**config.mk**
```make
export PLATFORM = sky130hd
export DESIGN_NAME = ethernet_frame_class_counters_top
export DESIGN_NICKNAME = d
export VERILOG_FILES = /design/src/design/efcc_pkg.sv /design/src/design/ethernet_frame_class_counters_top.sv /design/src/design/efcc_frame_track.sv
export SDC_FILE = /design/constraint.sdc
export NUM_CORES = 2
export LEC_CHECK = 0
export ABC_AREA = 1
export BUFFER_PORTS_ARGS = -buffer_cell sky130_fd_sc_hd__buf_2
export CORE_UTILIZATION = 45
export DETAILED_ROUTE_END_ITERATION = 10
export SYNTH_ARGS = -nofsm -noshare
export SYNTH_HDL_FRONTEND = slang
export SYNTH_SLANG_ARGS = --single-unit
```
**constraint.sdc**
```tcl
create_clock -name clk -period 7.7 [get_ports clk]
set_clock_uncertainty 0.1 [all_clocks]
set_input_delay 1.925 -clock clk [delete_from_list [all_inputs] [get_ports clk]]
set_output_delay 1.925 -clock clk [all_outputs]
set_load 0.01 [all_outputs]
```
**src/design/efcc_pkg.sv**
```systemverilog
// Shared types and constants for the Ethernet frame class counters.
package efcc_pkg;

	localparam int MAX_FRAME  = 65536;
	localparam int LEN_W      = 17;
	localparam int CNT_W      = 64;
	localparam int N_COUNTERS = 11;

	localparam logic MODE_FRAME = 1'b0;
	localparam logic MODE_READ  = 1'b1;

	localparam logic KIND_SUMMARY = 1'b0;
	localparam logic KIND_READ    = 1'b1;

	localparam logic [3:0] C_L2_FRAMES = 4'd0;
	localparam logic [3:0] C_L2_BYTES  = 4'd1;
	localparam logic [3:0] C_L3_FRAMES = 4'd2;
	localparam logic [3:0] C_L3_BYTES  = 4'd3;
	localparam logic [3:0] C_ARP       = 4'd4;
	localparam logic [3:0] C_IP        = 4'd5;
	localparam logic [3:0] C_L4_FRAMES = 4'd6;
	localparam logic [3:0] C_L4_BYTES  = 4'd7;
	localparam logic [3:0] C_ICMP      = 4'd8;
	localparam logic [3:0] C_TCP       = 4'd9;
	localparam logic [3:0] C_UDP       = 4'd10;

	typedef enum logic [2:0] {
		CLS_IGNORED  = 3'd0,
		CLS_ARP      = 3'd1,
		CLS_IP_OTHER = 3'd2,
		CLS_ICMP     = 3'd3,
		CLS_TCP      = 3'd4,
		CLS_UDP      = 3'd5,
		CLS_OTHER    = 3'd6
	} frame_class_t;

	typedef struct packed {
		logic       mode;
		logic [7:0] data_byte;
		logic       last_byte;
		logic [3:0] counter_index;
	} in_item_t;

	typedef struct packed {
		logic             result_kind;
		logic [2:0]       frame_class;
		logic [LEN_W-1:0] frame_length;
		logic [CNT_W-1:0] counter_value;
	} out_item_t;

	typedef struct packed {
		frame_class_t     frame_class;
		logic [LEN_W-1:0] frame_length;
		logic [LEN_W-1:0] l3_len;
		logic [LEN_W-1:0] l4_len;
	} frame_sum_t;

endpackage

```
**src/design/ethernet_frame_class_counters_top.sv**
```systemverilog
// Top level of the Ethernet frame class counters: input stage, counter bank and result register.
//
//  Channel  Handshake             Payload    Moves
//  input    in_valid / in_ready   in_data    frame byte or counter read request
//  output   out_valid / out_ready out_data   end-of-frame summary or counter value
//
//  One transaction is taken every cycle unless a blocked result stalls it; each passes
//  an input register, then classification and a 64-bit counter add, into the result register.
//  Reset clears the frame state, all eleven counters and both valid flags at once.
//  A stalled output holds only transactions that give a result; other bytes still pass.
module ethernet_frame_class_counters_top import efcc_pkg::*; (
	input  logic      clk,
	input  logic      arst_n,
	input  logic      in_valid,
	output logic      in_ready,
	input  in_item_t  in_data,
	output logic      out_valid,
	input  logic      out_ready,
	output out_item_t out_data
);

	logic             valid_s1;
	in_item_t         item_s1;
	logic             has_result_s1;
	logic             out_free;
	logic             s1_fire;
	logic             frame_en;
	logic             frame_end;
	frame_sum_t       sum;
	logic [CNT_W-1:0] bank_q [N_COUNTERS];
	logic [LEN_W-1:0] amt [N_COUNTERS];
	logic [CNT_W-1:0] read_value;
	out_item_t        result;
	logic             out_valid_q;
	out_item_t        out_q;

	assign has_result_s1 = (item_s1.mode == MODE_READ) || item_s1.last_byte;
	assign out_free      = !out_valid_q || out_ready;
	assign s1_fire       = valid_s1 && (!has_result_s1 || out_free);
	assign in_ready      = !valid_s1 || s1_fire;
	assign frame_en      = s1_fire && (item_s1.mode == MODE_FRAME);
	assign frame_end     = frame_en && item_s1.last_byte;

	always_ff @(posedge clk or negedge arst_n) begin
		if (!arst_n) begin
			valid_s1 <= 1'b0;
		end else if (in_ready) begin
			valid_s1 <= in_valid;
		end
	end

	always_ff @(posedge clk) begin
		if (in_ready && in_valid) begin
			item_s1 <= in_data;
		end
	end

	efcc_frame_track u_frame_track (
		.clk       (clk),
		.arst_n    (arst_n),
		.en        (frame_en),
		.data_byte (item_s1.data_byte),
		.last_byte (item_s1.last_byte),
		.sum       (sum)
	);

	always_comb begin
		for (int i = 0; i < N_COUNTERS; i++) begin
			amt[i] = '0;
		end
		if (frame_end) begin
			case (sum.frame_class)
				CLS_ARP, CLS_IP_OTHER, CLS_ICMP, CLS_TCP, CLS_UDP, CLS_OTHER: begin
					amt[C_L2_FRAMES] = LEN_W'(1);
					amt[C_L2_BYTES]  = sum.frame_length;
				end
				default: ;
			endcase
			case (sum.frame_class)
				CLS_ARP, CLS_IP_OTHER, CLS_ICMP, CLS_TCP, CLS_UDP: begin
					amt[C_L3_FRAMES] = LEN_W'(1);
					amt[C_L3_BYTES]  = sum.l3_len;
				end
				default: ;
			endcase
			case (sum.frame_class)
				CLS_ICMP, CLS_TCP, CLS_UDP: begin
					amt[C_L4_FRAMES] = LEN_W'(1);
					amt[C_L4_BYTES]  = sum.l4_len;
				end
				default: ;
			endcase
			case (sum.frame_class)
				CLS_ARP:                               amt[C_ARP]  = LEN_W'(1);
				CLS_IP_OTHER, CLS_ICMP, CLS_TCP, CLS_UDP: amt[C_IP] = LEN_W'(1);
				default: ;
			endcase
			case (sum.frame_class)
				CLS_ICMP: amt[C_ICMP] = LEN_W'(1);
				CLS_TCP:  amt[C_TCP]  = LEN_W'(1);
				CLS_UDP:  amt[C_UDP]  = LEN_W'(1);
				default: ;
			endcase
		end
	end

	always_ff @(posedge clk or negedge arst_n) begin
		if (!arst_n) begin
			for (int i = 0; i < N_COUNTERS; i++) begin
				bank_q[i] <= '0;
			end
		end else if (frame_end) begin
			for (int i = 0; i < N_COUNTERS; i++) begin
				bank_q[i] <= bank_q[i] + CNT_W'(amt[i]);
			end
		end
	end

	assign read_value = (item_s1.counter_index < 4'(N_COUNTERS)) ?
		bank_q[item_s1.counter_index] : '0;

	always_comb begin
		if (item_s1.mode == MODE_READ) begin
			result.result_kind   = KIND_READ;
			result.frame_class   = CLS_IGNORED;
			result.frame_length  = '0;
			result.counter_value = read_value;
		end else begin
			result.result_kind   = KIND_SUMMARY;
			result.frame_class   = sum.frame_class;
			result.frame_length  = sum.frame_length;
			result.counter_value = '0;
		end
	end

	always_ff @(posedge clk or negedge arst_n) begin
		if (!arst_n) begin
			out_valid_q <= 1'b0;
		end else if (s1_fire && has_result_s1) begin
			out_valid_q <= 1'b1;
		end else if (out_ready) begin
			out_valid_q <= 1'b0;
		end
	end

	always_ff @(posedge clk) begin
		if (s1_fire && has_result_s1) begin
			out_q <= result;
		end
	end

	assign out_valid = out_valid_q;
	assign out_data  = out_q;

	a_ready_only_when_stalled: assert property (@(posedge clk) disable iff (!arst_n)
		!in_ready |-> (valid_s1 && has_result_s1 && out_valid_q && !out_ready))
		else $error("input stalled without a blocked result");

	a_counted_frame: assert property (@(posedge clk) disable iff (!arst_n)
		(frame_end && sum.frame_class != CLS_IGNORED)
		|=> bank_q[C_L2_FRAMES] == $past(bank_q[C_L2_FRAMES]) + CNT_W'(1))
		else $error("counted frame did not advance the L2 frame counter");

	a_read_leaves_bank: assert property (@(posedge clk) disable iff (!arst_n)
		(s1_fire && item_s1.mode == MODE_READ)
		|=> bank_q[C_L2_BYTES] == $past(bank_q[C_L2_BYTES]))
		else $error("counter read changed the counter bank");

	a_reply_fields: assert property (@(posedge clk) disable iff (!arst_n)
		(out_valid_q && out_q.result_kind == KIND_READ)
		|-> (out_q.frame_class == CLS_IGNORED && out_q.frame_length == '0))
		else $error("read reply carries frame fields");

endmodule

```
**src/design/efcc_frame_track.sv**
```systemverilog
// Per-frame header tracking and classification of the frame that ends with this byte.
module efcc_frame_track import efcc_pkg::*; (
	input  logic       clk,
	input  logic       arst_n,
	input  logic       en,
	input  logic [7:0] data_byte,
	input  logic       last_byte,
	output frame_sum_t sum
);

	localparam logic [LEN_W-1:0] POS_SRC_MAC = LEN_W'(6);
	localparam logic [LEN_W-1:0] POS_ETYPE_L = LEN_W'(12);
	localparam logic [LEN_W-1:0] POS_ETYPE_H = LEN_W'(13);
	localparam logic [LEN_W-1:0] POS_IHL     = LEN_W'(14);
	localparam logic [LEN_W-1:0] POS_PROTO   = LEN_W'(23);
	localparam logic [LEN_W-1:0] ETH_HDR_LEN = LEN_W'(14);
	localparam logic [15:0]      ETYPE_ARP   = 16'h0608;
	localparam logic [15:0]      ETYPE_IPV4  = 16'h0008;
	localparam logic [7:0]       PROTO_ICMP  = 8'd1;
	localparam logic [7:0]       PROTO_TCP   = 8'd6;
	localparam logic [7:0]       PROTO_UDP   = 8'd17;

	logic [LEN_W-1:0] pos_q, pos_n;
	logic             dst_nz_q, dst_nz_n;
	logic             src_nz_q, src_nz_n;
	logic [15:0]      etype_q, etype_n;
	logic [3:0]       ihl_q, ihl_n;
	logic [7:0]       proto_q, proto_n;
	logic             byte_nz;
	logic [LEN_W-1:0] ip_hdr_len;

	assign byte_nz = (data_byte != 8'd0);

	always_comb begin
		pos_n    = (pos_q < LEN_W'(MAX_FRAME)) ? pos_q + LEN_W'(1) : pos_q;
		dst_nz_n = dst_nz_q | ((pos_q < POS_SRC_MAC) & byte_nz);
		src_nz_n = src_nz_q | ((pos_q >= POS_SRC_MAC) & (pos_q < POS_ETYPE_L) & byte_nz);
		etype_n  = etype_q;
		ihl_n    = ihl_q;
		proto_n  = proto_q;
		if (pos_q == POS_ETYPE_L) begin
			etype_n[7:0] = data_byte;
		end
		if (pos_q == POS_ETYPE_H) begin
			etype_n[15:8] = data_byte;
		end
		if (pos_q == POS_IHL) begin
			ihl_n = data_byte[3:0];
		end
		if (pos_q == POS_PROTO) begin
			proto_n = data_byte;
		end
	end

	assign ip_hdr_len = {{(LEN_W-6){1'b0}}, ihl_n, 2'b00};

	always_comb begin
		sum.frame_length = pos_n;
		sum.l3_len       = (pos_n > ETH_HDR_LEN) ? pos_n - ETH_HDR_LEN : '0;
		sum.l4_len       = (sum.l3_len > ip_hdr_len) ? sum.l3_len - ip_hdr_len : '0;
		if (!dst_nz_n && !src_nz_n) begin
			sum.frame_class = CLS_IGNORED;
		end else if (etype_n == ETYPE_ARP) begin
			sum.frame_class = CLS_ARP;
		end else if (etype_n != ETYPE_IPV4) begin
			sum.frame_class = CLS_OTHER;
		end else if (proto_n == PROTO_ICMP) begin
			sum.frame_class = CLS_ICMP;
		end else if (proto_n == PROTO_TCP) begin
			sum.frame_class = CLS_TCP;
		end else if (proto_n == PROTO_UDP) begin
			sum.frame_class = CLS_UDP;
		end else begin
			sum.frame_class = CLS_IP_OTHER;
		end
	end

	always_ff @(posedge clk or negedge arst_n) begin
		if (!arst_n) begin
			pos_q    <= '0;
			dst_nz_q <= 1'b0;
			src_nz_q <= 1'b0;
			etype_q  <= '0;
			ihl_q    <= '0;
			proto_q  <= '0;
		end else if (en) begin
			if (last_byte) begin
				pos_q    <= '0;
				dst_nz_q <= 1'b0;
				src_nz_q <= 1'b0;
				etype_q  <= '0;
				ihl_q    <= '0;
				proto_q  <= '0;
			end else begin
				pos_q    <= pos_n;
				dst_nz_q <= dst_nz_n;
				src_nz_q <= src_nz_n;
				etype_q  <= etype_n;
				ihl_q    <= ihl_n;
				proto_q  <= proto_n;
			end
		end
	end

endmodule
```
# After elaboration in Yosys (flattened, before gate mapping)
# Index checks and enable logic that the tools add are counted.
# Widths: inputs -> output; s select.
[totals] ff_bits=852 inputBits=18 out_inout_bits=87 word_cells=128
[op_classes] addsub=14 n_lt_le_gt_ge=8 n_eq_ne=15 n_mux=35 bitwise=7 reduce_logical=22
[op_table] operator="$add 64x17->64" n=11
[op_table] operator="$bmux 64 s4" n=1
[op_table] operator="$mux 64" n=3
[op_table] operator="$mux 187" n=1
[op_table] operator="$mux 85" n=1
[op_table] operator="$mux 17" n=4
[op_table] operator="$mux 18" n=3
[op_table] operator="$eq 17x4->1 const B" n=3
[op_table] operator="$mux 8" n=4
[op_table] operator="$mux 3" n=6
[op_table] operator="$add 17x1->17 const B" n=1
[op_table] operator="$eq 17x5->1 const B" n=1
[op_table] operator="$ge 17x3->1 const B" n=1
[op_table] operator="$gt 17x4->1 const B" n=1
[op_table] operator="$gt 17x6->1" n=1
[op_table] operator="$lt 17x17->1 const B" n=1
[op_table] operator="$lt 17x3->1 const B" n=1
[op_table] operator="$lt 17x4->1 const B" n=1
[op_table] operator="$sub 17x4->17 const B" n=1
[op_table] operator="$sub 17x6->17" n=1
[op_table] operator="$eq 16x11->1 const B" n=1
[op_table] operator="$mux 16" n=1
[op_table] operator="$ne 16x4->1 const B" n=1
[op_table] operator="$eq 3x3->1 const B" n=3
[op_table] operator="other kinds (23)" n=48

# Depth between registers and ports, before layout
[depth] depth_word=14 mapped_depth=41 depth_no_buf=38

# By module
# Synthesis repeated with hierarchy kept, for this count alone.
[hier_totals] cells_unflattened=8975 hier_area_um2=60031.3
[modules_own_cells] module="ethernet_frame_class_counters_top" n_inst=1 cells_per_inst=8330 area_per_inst_um2=55871.1 seq_area_each_um2=20639.8
[modules_own_cells] module="efcc_frame_track" n_inst=1 cells_per_inst=645 area_per_inst_um2=4160.2 seq_area_each_um2=1176.1

# Worst setup path before layout
# Ideal clock, no wire load.
[synth_timing] kind="input-to-reg" from="input port out_ready" to="register bank_q[498] (netlist bit)" setup_ns=0.124 arrival_time_ns=5.780 t_required_ns=7.476 slack_ns=1.697 stages=23 n_path_buf=4 cell_sequence="inv_1 -> nand3_1 -> nand2_1 -> nor2_4 -> nand2_2 -> inv_2 -> buf_2 -> buf_1 -> clkbuf_1 -> clkbuf_1 -> nand4_1 -> fa_1 -> inv_1 -> nand3_1 -> nand2_1 -> a21oi_1 -> o21ai_0 -> a21boi_0 -> o21ai_0 -> nand2_1 -> nor3_1 -> nand4_1 -> xor2_1"
[synth_via] elab_chain_len=7
[synth_lines] item="start: declaration" line_no="ethernet_frame_class_counters_top.sv:18" rtl="input logic out_ready,"
[synth_lines] item="$logic_or 1x1->1 (*)" line_no="ethernet_frame_class_counters_top.sv:38" rtl="assign out_free = !out_valid_q || out_ready;"
[synth_lines] item="$logic_or 1x1->1 (*)" line_no="ethernet_frame_class_counters_top.sv:39" rtl="assign s1_fire = valid_s1 && (!has_result_s1 || out_free);"
[synth_lines] item="$logic_and 1x1->1 (*)" line_no="ethernet_frame_class_counters_top.sv:39"
[synth_lines] item="$logic_and 1x1->1 (*)" line_no="ethernet_frame_class_counters_top.sv:41" rtl="assign frame_en = s1_fire && (item_s1.mode == MODE_FRAME);"
[synth_lines] item="$logic_and 1x1->1 (*)" line_no="ethernet_frame_class_counters_top.sv:42" rtl="assign frame_end = frame_en && item_s1.last_byte;"
[synth_lines] item="$mux 187" line_no="ethernet_frame_class_counters_top.sv:71" rtl="if (frame_end) begin"
[synth_lines] item="$add 64x17->64" line_no="ethernet_frame_class_counters_top.sv:114" rtl="bank_q[i] <= bank_q[i] + CNT_W'(amt[i]);"
[synth_lines] item="end signal: indexed assignment" line_no="ethernet_frame_class_counters_top.sv:114"
[synth_lines] item="end: declaration" line_no="ethernet_frame_class_counters_top.sv:30" rtl="logic [CNT_W-1:0] bank_q [N_COUNTERS];"
# Every way passes the cells marked *; elsewhere a longest branch is shown, timed or not.
# A chain may end at the register's enable or synchronous reset.

==> results.yml <==
outcome:
  status: "finished clean"
logic_synthesis:
  ys_seq_area_frac: 0.415
  avgSynthCellArea_um2: 7.79
  synthCells: 6754
  synth_enable_flop_cells: 99
  async_flop_share: 0.884
  syn_area_um2: 52600
  ys_ff_latch: 852
  synth_nets: 6856
  synth_cell_types: 66
  synthFlopType: "dfrtp_1"
  yosysWarnings: 0
timing:
  fin_crit_ns: 6.94
  worst_slew_pin_slew_ns: 1.21
  hold_viol: 0
  fin_crit_sh: 0.902
  max_freq_ghz: 0.144
  rsz0062_at_grt: "false"
  final-max-slew-violation-count: 0
  finalSetupTns_ns: 0
  setup_viol: 0
  fin_hold_ws_ns: 0.362
  relSlewSlack: 0.192
placement:
  io_buffers: 104
  routabilityCongestion: 0.983
  place_hpwl_um: 149000
  place_inst: 8252
setup_path:
  cpMostUsedCell: "ha_1"
  path_class: "reg2reg"
  critPathRequiredTime_ns: 8.22
  start_kind: "flip-flop"
  ff2ff_setup_slack_ns: 0.76
  critPathMaxFanout: 17
  crit_path_max_incr_delay_ns: 0.46
  cp_slowest_cell: "dfrtp_1"
  cp-end-kind: "flip-flop"
  arrival_ns: 7.46
finish:
  layout.nets: 6933
  drive_above_1_share: 0.0717
  ff_latch_area_um2: 21800
  fin_cells: 8444
  multi_input_area_um2: 26500
  fillers: 11600
  final_util: 0.502
  syn_to_final_growth_pct: 10.8
detailed_routing:
  drc_errors: 0
  drt_iter0_drc: 4599
  routed-wl-met3_um: 13100
  vias: 47700
  wl_met2_um: 85300
  avgRoutedWirePerCell_um: 22.8
  viasPerCell: 5.65
  ant_nets: 0
  wirelength_um: 192000
  wl_met1_um: 86000
  dr.max_layer_used: "met5"
  firstDrtPassIters: 7
cts:
  clock-sinks: 852
  cts_max_level: 3
  tritoncts: "done"
  cts_repair_resize_count: 0
  clock-root-buffer: "clkbuf_16"
  clockBufferDepth: 3
  clk_pin_slew_worst_paths_ns: 0.06
  postCtsSetupBuffers: 0
  cts_inserted_buffers: 101
  clk_latency_ns: 0.71
  cts_hold_buf: 0
die:
  die-area_um2: 118000
  core-area_um2: 116000
  row_count: 125
  start_util: 0.454
  die_h_um: 344
  io_pins: 105
  die_x_um: 344
global_route:
  grt_pass1_vias: 45700
  grt_overflow_total: 0
  grt_max_degree: 162
  grt_pass1_wl_um: 289000
  grt_util_all_layers: 0.325
  antenna_found_initial: 10
power:
  p_leak_uw: 0.0268
  power_density_nw_per_um2: 207
  peakVddDrop_uv: 204
min_path:
  min_path_type: "reg2reg"
job:
  maxCapViolCount: 0
kinds of logic (layout without fill, tap and decap cells):
| logic type | count (synthesis) | in the layout | synth area share |
|---|---|---|---|
| AND/OR/NAND/NOR | 3010 | 3010 | 0.261 |
| buffers and inverters | 1147 | 1312 | 0.0834 |
| AO/OA/AOI/OAI | 990 | 990 | 0.109 |
| flip-flops | 852 | 852 | 0.415 |
| XOR/XNOR | 671 | 671 | 0.112 |
| adder cells (fa/ha/maj) | 84 | 84 | 0.0205 |
| other | 0 | 1 | 0 |
placed cells by master, fill, tap and decap left out, types with 132 or more instances in the layout:
| master | synthesis | routed |
|---|---|---|
| nand2_1 | 1264 | 1261 |
| inv_1 | 945 | 941 |
| dfrtp_1 | 753 | 753 |
| nor2_1 | 619 | 616 |
| xor2_1 | 575 | 575 |
| o21ai_0 | 416 | 414 |
| nor3_1 | 365 | 365 |
| a21oi_1 | 304 | 303 |
| nand3_1 | 276 | 276 |
| nand4_1 | 185 | 185 |
| nor4_1 | 132 | 132 |
metrics by stage:
stage | cell area, µm² | setup WS [ns] | total power [µW]
2_1_floorplan | 52600 | 1.70 | 6270
3_3_place_gp | 54800 | 0.646 | 6980
3_5_place_dp | 54800 | 0.556 | 7000
4_1_cts | 58300 | 0.541 | 12100
5_1_grt | 58300 | 0.132 | 12500
6_report | 58300 | 0.757 | 12100
worst max-delay path, delay by kind of cell, from the launching register on:
family / cells / cell delay, ns
adders and majority gates: 5 / 1.50
xor gates and xnor gates: 1 / 0.16
DFF: 1 / 0.46
and+or+nand+nor: 18 / 2.74
AOI/OAI and AO/OA: 7 / 1.44
buffers and inverters: 4 / 0.46
worst paths after layout:
path | depth (start not counted) | start | endpoint
worst max-delay path | 35 | u_frame_track.pos_q[0] | bank_q[254]
worst min-delay path | 1 | bank_q[407] | bank_q[407]
worst max register to register | 35 | u_frame_track.pos_q[0] | bank_q[254]
worst min register to register | 1 | bank_q[407] | bank_q[407]
max in group asynchronous | 2 | arst_n | bank_q[320]
min in group asynchronous | 1 | arst_n | bank_q[186]
registers in the layout (all words and copies together) (netlist names), 4 cells and up:
signal and cells:
u_frame_track.proto_q 8, item_s1 14, u_frame_track.ihl_q 4, u_frame_track.etype_q 16, bank_q 704, out_data 85
u_frame_track.pos_q 17
cells in the mapped netlist (all sizes together) (2+ instances only):
library cell | n | share of area
a32oi | 3 | 0.00050
a22oi | 16 | 0.0023
clkinv | 6 | 0.00045
buf | 58 | 0.0057
a21o | 5 | 0.00071
a21oi | 305 | 0.029
nand3b | 9 | 0.0013
or2 | 5 | 0.00059
a221oi | 44 | 0.0073
fa | 4 | 0.0015
clkbuf | 122 | 0.0087
a21boi | 2 | 0.00029
a31oi | 3 | 0.00036
dfrtp | 753 | 0.36
o31ai | 2 | 0.00029
and3 | 4 | 0.00048
inv | 961 | 0.069
o2111ai | 26 | 0.0043
nor4 | 137 | 0.017
xor2 | 576 | 0.096
nor4b | 2 | 0.00033
nand2 | 1291 | 0.094
nor2 | 687 | 0.055
xnor2 | 95 | 0.016
o221ai | 44 | 0.0073
o21ai | 432 | 0.042
nor3b | 9 | 0.0015
o211ai | 34 | 0.0048
or3 | 2 | 0.00024
nand4 | 186 | 0.022
a211oi | 2 | 0.00029
edfxtp | 99 | 0.056
and2 | 3 | 0.00036
ha | 80 | 0.019
o21bai | 5 | 0.00071
nand3 | 295 | 0.030
o22ai | 53 | 0.0063
a221o | 4 | 0.00076
nor3 | 378 | 0.038
o21a | 8 | 0.0011
metal layers:
metal / GRT usage / vias up
met2: 0.501 / 1696
met3: 0.0499 / 307
met4: 0.118 / 2
met5: 0 / -
met1: 0.461 / 23200
li1: - / 22500
cell type report:
| type | instances | share of cell area |
|---|---|---|
| Antenna cell | 1 | 0.0000429 |
| Clock buffer | 132 | 0.0483 |
| Clock inverter | 59 | 0.0111 |
| Inverter | 967 | 0.0625 |
| Multi-Input combinational cell | 4755 | 0.454 |
| Sequential cell | 852 | 0.374 |
| Tap cell | 1524 | 0.0327 |
| Timing Repair Buffer | 154 | 0.0173 |
report_power, final:
group / switching (µW) / total (µW) / internal [µW]
combinational: 1440 / 2010 / 565
sequential: 165 / 4940 / 4780
clock: 2100 / 5110 / 3010
total: 3710 / 12100 / 8350
(Power assumes the default switching activity.)
